### src/hw/rtl/siar_pkg.sv
package siar_pkg;

  // word and field widths
  localparam int WORD_BITS  = 32;
  localparam int CNT_BITS   = $clog2(WORD_BITS + 1);
  localparam int IDX_BITS   = $clog2(WORD_BITS);
  localparam int RADIX_BITS = 6;
  localparam int DIGIT_BITS = 6;
  localparam int CHAR_BITS  = 7;

  // radix limits and reset value
  localparam logic [RADIX_BITS-1:0] RADIX_RESET = RADIX_BITS'(10);
  localparam logic [RADIX_BITS-1:0] RADIX_MIN   = RADIX_BITS'(2);
  localparam logic [RADIX_BITS-1:0] RADIX_MAX   = RADIX_BITS'(36);

  // character codes
  localparam logic [DIGIT_BITS-1:0] DIGIT_MAX  = DIGIT_BITS'(35);
  localparam logic [DIGIT_BITS-1:0] DIGIT_TEN  = DIGIT_BITS'(10);
  localparam logic [CHAR_BITS-1:0]  CHAR_ZERO  = 7'h30;
  localparam logic [CHAR_BITS-1:0]  CHAR_ALPHA = 7'h57;  // 'a' minus ten
  localparam logic [CHAR_BITS-1:0]  CHAR_MINUS = 7'h2d;
  localparam logic [CHAR_BITS-1:0]  CHAR_NONE  = 7'h00;

  // conversion sequencer states
  typedef enum logic [2:0] {
    S_IDLE,
    S_DIV,
    S_STORE,
    S_SIGN,
    S_FETCH,
    S_EMIT,
    S_BAD
  } state_t;

  // divider control
  typedef struct packed {
    logic load;   // take a new dividend, clear remainder
    logic clear;  // clear remainder, keep quotient as next dividend
    logic step;   // one restoring division step
  } div_ctl_t;

  // digit value to lower-case ascii
  function automatic logic [CHAR_BITS-1:0] digit_char(input logic [DIGIT_BITS-1:0] d);
    logic [DIGIT_BITS-1:0] dc;
    dc = (d > DIGIT_MAX) ? DIGIT_MAX : d;
    if (dc < DIGIT_TEN) begin
      return CHAR_ZERO + {1'b0, dc};
    end else begin
      return CHAR_ALPHA + {1'b0, dc};
    end
  endfunction

endpackage

### src/hw/rtl/siar_div.sv
module siar_div import siar_pkg::*; (
  input  logic                  clk,
  input  div_ctl_t              ctl,
  input  logic [WORD_BITS-1:0]  dividend,
  input  logic [RADIX_BITS-1:0] divisor,
  output logic [WORD_BITS-1:0]  quotient,
  output logic [RADIX_BITS-1:0] remainder
);

  logic [WORD_BITS-1:0]  quo;
  logic [RADIX_BITS-1:0] rem;
  logic [RADIX_BITS:0]   trial;
  logic [RADIX_BITS:0]   diff;
  logic                  take;

  // shift in next dividend bit and try the subtract
  assign trial = {rem, quo[WORD_BITS-1]};
  assign diff  = trial - {1'b0, divisor};
  assign take  = (trial >= {1'b0, divisor});

  // restoring division, one quotient bit per cycle while step is set
  always_ff @(posedge clk) begin
    if (ctl.load) begin
      quo <= dividend;
      rem <= '0;
    end else if (ctl.clear) begin
      rem <= '0;
    end else if (ctl.step) begin
      quo <= {quo[WORD_BITS-2:0], take};
      rem <= take ? diff[RADIX_BITS-1:0] : trial[RADIX_BITS-1:0];
    end
  end

  assign quotient  = quo;
  assign remainder = rem;

endmodule

### src/hw/rtl/signed_int_to_ascii_radix.sv
// each digit takes the division steps and a store, then comes a leading minus for a
// negative value and a fetch and an emit per character; busy stays high until the last word
// of a number is out, so one number is converted at a time (a number has at most
// 32 digits). an invalid radix gives a single word, flagged invalid, after start.
// words are strobed for one cycle each and cannot be stalled.
// rst is synchronous, active high: sequencer idle, radix back to 10.
module signed_int_to_ascii_radix import siar_pkg::*; (
  input  logic                  clk,
  input  logic                  rst,
  input  logic                  cfg_we,
  input  logic [RADIX_BITS-1:0] cfg_wdata,
  input  logic                  start,
  output logic                  busy,
  input  logic [WORD_BITS-1:0]  value,
  output logic                  strobe,
  output logic [CHAR_BITS-1:0]  out_char,
  output logic                  last,
  output logic                  invalid
);

  state_t                state;
  state_t                state_next;
  logic [RADIX_BITS-1:0] radix;
  logic [CNT_BITS-1:0]   count;
  logic [IDX_BITS-1:0]   bit_cnt;
  logic                  is_neg;
  logic [DIGIT_BITS-1:0] rd_digit;
  logic [DIGIT_BITS-1:0] store [WORD_BITS];

  logic                  accept;
  logic                  radix_ok;
  logic [WORD_BITS-1:0]  mag;
  logic [WORD_BITS-1:0]  quotient;
  logic [RADIX_BITS-1:0] remainder;
  logic                  quo_zero;
  logic                  count_full;
  logic                  bit_done;
  logic [CNT_BITS-1:0]   cnt_m1;
  div_ctl_t              div_ctl;

  logic                  store_we;
  logic                  emit_vld;
  logic [CHAR_BITS-1:0]  emit_char;
  logic                  emit_last;
  logic                  emit_bad;

  assign busy       = (state != S_IDLE);
  assign accept     = start && !busy;
  assign radix_ok   = (radix >= RADIX_MIN) && (radix <= RADIX_MAX);
  assign mag        = value[WORD_BITS-1] ? (~value + 1'b1) : value;
  assign quo_zero   = (quotient == '0);
  assign count_full = (count == CNT_BITS'(WORD_BITS - 1));
  assign bit_done   = (bit_cnt == IDX_BITS'(WORD_BITS - 1));
  assign cnt_m1     = count - 1'b1;

  // digit divider
  siar_div u_div (
    .clk       (clk),
    .ctl       (div_ctl),
    .dividend  (mag),
    .divisor   (radix),
    .quotient  (quotient),
    .remainder (remainder)
  );

  // next state
  always_comb begin
    state_next = state;
    case (state)
      S_IDLE: begin
        if (accept) begin
          state_next = radix_ok ? S_DIV : S_BAD;
        end
      end
      S_DIV: begin
        if (bit_done) begin
          state_next = S_STORE;
        end
      end
      S_STORE: begin
        if (quo_zero || count_full) begin
          state_next = is_neg ? S_SIGN : S_FETCH;
        end else begin
          state_next = S_DIV;
        end
      end
      S_SIGN:  state_next = S_FETCH;
      S_FETCH: state_next = S_EMIT;
      S_EMIT: begin
        state_next = (count == CNT_BITS'(1)) ? S_IDLE : S_FETCH;
      end
      S_BAD:   state_next = S_IDLE;
      default: state_next = S_IDLE;
    endcase
  end

  // control and result words per state
  always_comb begin
    div_ctl   = '0;
    store_we  = 1'b0;
    emit_vld  = 1'b0;
    emit_char = CHAR_NONE;
    emit_last = 1'b0;
    emit_bad  = 1'b0;
    case (state)
      S_IDLE:  div_ctl.load = accept && radix_ok;
      S_DIV:   div_ctl.step = 1'b1;
      S_STORE: begin
        store_we      = 1'b1;
        div_ctl.clear = 1'b1;
      end
      S_SIGN: begin
        emit_vld  = 1'b1;
        emit_char = CHAR_MINUS;
      end
      S_FETCH: ;
      S_EMIT: begin
        emit_vld  = 1'b1;
        emit_char = digit_char(rd_digit);
        emit_last = (count == CNT_BITS'(1));
      end
      S_BAD: begin
        emit_vld  = 1'b1;
        emit_last = 1'b1;
        emit_bad  = 1'b1;
      end
      default: ;
    endcase
  end

  // sequencer, counters and config register
  always_ff @(posedge clk) begin
    if (rst) begin
      state   <= S_IDLE;
      radix   <= RADIX_RESET;
      count   <= '0;
      bit_cnt <= '0;
      is_neg  <= 1'b0;
      strobe  <= 1'b0;
    end else begin
      state  <= state_next;
      strobe <= emit_vld;
      if (cfg_we) begin
        radix <= cfg_wdata;
      end
      if (div_ctl.load) begin
        is_neg  <= value[WORD_BITS-1];
        count   <= '0;
        bit_cnt <= '0;
      end else if (state == S_DIV) begin
        bit_cnt <= bit_cnt + 1'b1;
      end else if (state == S_STORE) begin
        count   <= count + 1'b1;
        bit_cnt <= '0;
      end else if (state == S_EMIT) begin
        count <= cnt_m1;
      end
    end
  end

  // result word registers
  always_ff @(posedge clk) begin
    if (emit_vld) begin
      out_char <= emit_char;
      last     <= emit_last;
      invalid  <= emit_bad;
    end
  end

  // digit store, least significant digit at entry zero
  always_ff @(posedge clk) begin
    if (store_we) begin
      store[count[IDX_BITS-1:0]] <= remainder;
    end
    if (state == S_FETCH) begin
      rd_digit <= store[cnt_m1[IDX_BITS-1:0]];
    end
  end

endmodule
### config.mk
export PLATFORM = sky130hd
export DESIGN_NAME = signed_int_to_ascii_radix
export DESIGN_NICKNAME = d
export VERILOG_FILES = /design/src/hw/rtl/siar_pkg.sv /design/src/hw/rtl/siar_div.sv /design/src/hw/rtl/signed_int_to_ascii_radix.sv
export SDC_FILE = /design/constraint.sdc
export NUM_CORES = 1
export LEC_CHECK = 0
export BUFFER_PORTS_ARGS = -buffer_cell sky130_fd_sc_hd__buf_2
export CELL_PAD_IN_SITES_DETAIL_PLACEMENT = 1
export CELL_PAD_IN_SITES_GLOBAL_PLACEMENT = 1
export CORE_UTILIZATION = 43
export CTS_CLUSTER_DIAMETER = 80
export DETAILED_ROUTE_END_ITERATION = 8
export PLACE_DENSITY_LB_ADDON = 0.1
export SETUP_SLACK_MARGIN = 0.3
export SLEW_MARGIN = 20
export SYNTH_ARGS = -nofsm -noshare
export SYNTH_HDL_FRONTEND = slang
export SYNTH_SLANG_ARGS = --single-unit
### constraint.sdc
create_clock -name clk -period 3.9 [get_ports clk]
set_input_delay 0.195 -clock clk [delete_from_list [all_inputs] [get_ports clk]]
set_output_delay 0.195 -clock clk [all_outputs]
set_load 0.05 [all_outputs]
==> run metrics <==
PD cells=602 mW/mm2; largest family of logic cells by synthesized area=multiplexers; final hold vios=0; H-tree depth=1; Max Cap Viol=0; LEAKAGE=4.68 nW; first-pass GRT wire length=45.5 mm; I/O pin count=53; Core Area=0.0272 mm2; gr usage total=0.206; Mapped Cells=864; largest net degree at the start of global routing=46; R2R Setup Slk=970 ps; XOR/XNOR Fraction of Synth Area=0.0299; CP max-delay cell=ha_2; Max Clk Rate=341 MHz; min-delay src=cfg_we; final number of max-transition violations=0; Routed WL per cell=21.9 um; syn avg cell area=13.9 um2; drc violations=0; Worst path top cell family by delay=adder cells; Worst R2R Start=count[1]$_SDFFE_PP0P_; met3 Use GR=0.0257; TritonCTS Sinks=267; Net Count, Synth=922; Post-synth EDFFs=239; yosys warns=0; fin nets=990; drt total wl=29.0 mm; Synth area leader=edfxtp_1; Root Buffer=clkbuf_16; gpl congestion=0.825; Max FO, Critical Path=24; DRT antenna net count=0; layout cells sized above 1=0.174; Slew HR=0.364; Most used DFF post-synth=edfxtp_1; Req. time, crit path=4170 ps; DR iter-0 viols=394; dpl ws=1070 ps; Peak VDD IR=0.315 mV; num rows=60; Final period util=0.751; met1 global-route usage=0.275; flops & latches, synth=267; # setup viols final=0; Clk Latency, worst-skew pair=540 ps; Reg-to-Reg End=rd_digit[3]$_DFFE_PP_; Crit path arrival time=3200 ps; mux cell area share after synthesis=0.106; Die Ht=169 um; CP startpoint=count[1]$_SDFFE_PP0P_; Worst Setup End Kind=register; routed vias/inst=5.60; Worst-Margin Slew=948 ps; post-DP HPWL=19.9 mm; initial antenna violation count=0; Mapped Area=0.0120 mm2; depth of the most critical reg-to-reg path=7; post-synthesis sequential area ratio=0.644; Synth Area in Adders=0.0181; most instantiated cells after synthesis=239 x edfxtp_1, 99 x nand2_1, 77 x nor2_1; Die X=169 um; Die ar.=0.0286 mm2; type of origin of the critical path=register; crit-path max cell delay=700 ps; I/O Buffers=52; Final TNS setup=0 ps; crit path to=rd_digit[3]$_DFFE_PP_; Area growth syn-to-layout=13.8%; Resize count post-CTS=0; Critical Setup Path Class=reg -> reg; Hold Slack=42.5 ps; diode count=0; post-synthesis simple-gate area fraction=0.102; cell chain of the critical path=inv_1, ha_2, buf_12, mux4_2, mux2i_1, o22ai_1, a211o_1; clock period minus worst slack=2930 ps; Max Clock Skew=17.3 ps; CP bufs+invs=2; drt first pass iters=4; Synth Area in Compound Gates=0.0803; ranking of synthesized cells by area=edfxtp_1 60%, mux4_2 9.0%, dfxtp_1 4.7%; asr flop ratio synth=0; layer carrying the most global-route usage=met2; RSZ-0062 raised after global routing=no; met2 usage=0.363; critical path depth=7; status=complete, no violations; CTS tree=done; Yosys cell types=59; Clock transition at path regs=60 ps; CTS Buffer Depth=3; Num CTS Buffers=29; vias post-DR=7424; starting density of the core=0.442; count leader, synth=edfxtp_1; post-route worst setup slack=970 ps; Synth top area share=0.597; gr ovfl total=0; vias in the first global route=7986; Hold Crit Class=in -> reg
-- layout make-up --
type,count,area (um2)
clock buffers,37,756
clock inverters,15,98.8
fillers,2752,13500
inverters,19,71.3
multi-input cells,538,4050
flip-flops and latches,267,7740
well taps,372,465
repair buffers,77,490
-- per-stage QoR --
step                      power [W]  std cells  cell area [um2]   util
after floorplan             0.00514        864            12000      -
after global placement      0.00570       1261            12700  0.467
after detailed placement    0.00581       1261            12700  0.467
after CTS                   0.00832       1325            13700  0.503
after global routing        0.00862       1325            13700  0.503
final                       0.00822       1325            13700  0.503
-- placed cells by master, fill, tap and decap left out, types with 13 or more instances in the layout --
| cell | synthesis | final |
|---|---|---|
| edfxtp_1 | 239 | 239 |
| nand2_1 | 99 | 99 |
| nor2_1 | 77 | 77 |
| o21ai_0 | 53 | 53 |
| buf_2 | 9 | 52 |
| mux4_2 | 48 | 48 |
| xor2_1 | 31 | 30 |
| a21oi_1 | 29 | 29 |
| clkbuf_16 | 0 | 29 |
| dfxtp_1 | 28 | 27 |
| inv_1 | 19 | 19 |
| mux2i_1 | 18 | 18 |
| ha_1 | 15 | 14 |
| nand4_1 | 13 | 13 |
| nor4_1 | 13 | 13 |
-- registers in the layout, summed over array words and instances (netlist names), 5 cells and up --
signal / flops
u_div.remainder: 6
out_char: 7
bit_cnt: 5
store: 192
count: 6
u_div.quotient: 32
rd_digit: 6
radix: 6
-- worst reg2reg max path: stages, from the launching register on --
cell     delay, ps
dfxtp_1        510
inv_1          150
ha_2           700
buf_12         280
mux4_2         340
mux2i_1        230
o22ai_1        140
a211o_1        320
-- how the worst min path moves through the flow --
stage                            end  slack [ps]  depth (start not counted)
2_1_floorplan  radix[1]$_SDFFE_PP1P_         330                          2
3_3_place_gp   radix[3]$_SDFFE_PP1P_         420                          3
3_5_place_dp   radix[3]$_SDFFE_PP1P_         420                          3
4_1_cts        radix[1]$_SDFFE_PP1P_          10                          2
5_1_grt        radix[1]$_SDFFE_PP1P_          40                          2
6_report       radix[1]$_SDFFE_PP1P_          40                          2
-- report_power, final --
part           switching (W)  internal (W)  leakage, nW
clock                0.00107       0.00143        0.420
combinational        0.00123      0.000623         1.81
sequential          0.000192       0.00368         2.44
-- layer usage --
layer  up-vias  routed length [um]
li1       3460                   -
met1      3794               12900
met2       141               14700
met3        29                 983
met4         0                 362
met5         -                   0
-- what timing repair did --
action | 4_1_cts | 5_1_grt
setup buffers | 0 | 0
endpoints found under the hold margin | 8 | 0
hold buffers | 12 | 0
-- logic make-up (layout without fill, tap and decap cells) --
group	after synthesis	in the layout
DFF	267	267
and+or+nand+nor	262	262
AOI/OAI and AO/OA	151	151
muxes	67	67
buffers and inverters	59	148
xor gates and xnor gates	41	41
adders and majority gates	17	17
No activity file was read; power rests on OpenSTA's default activity.
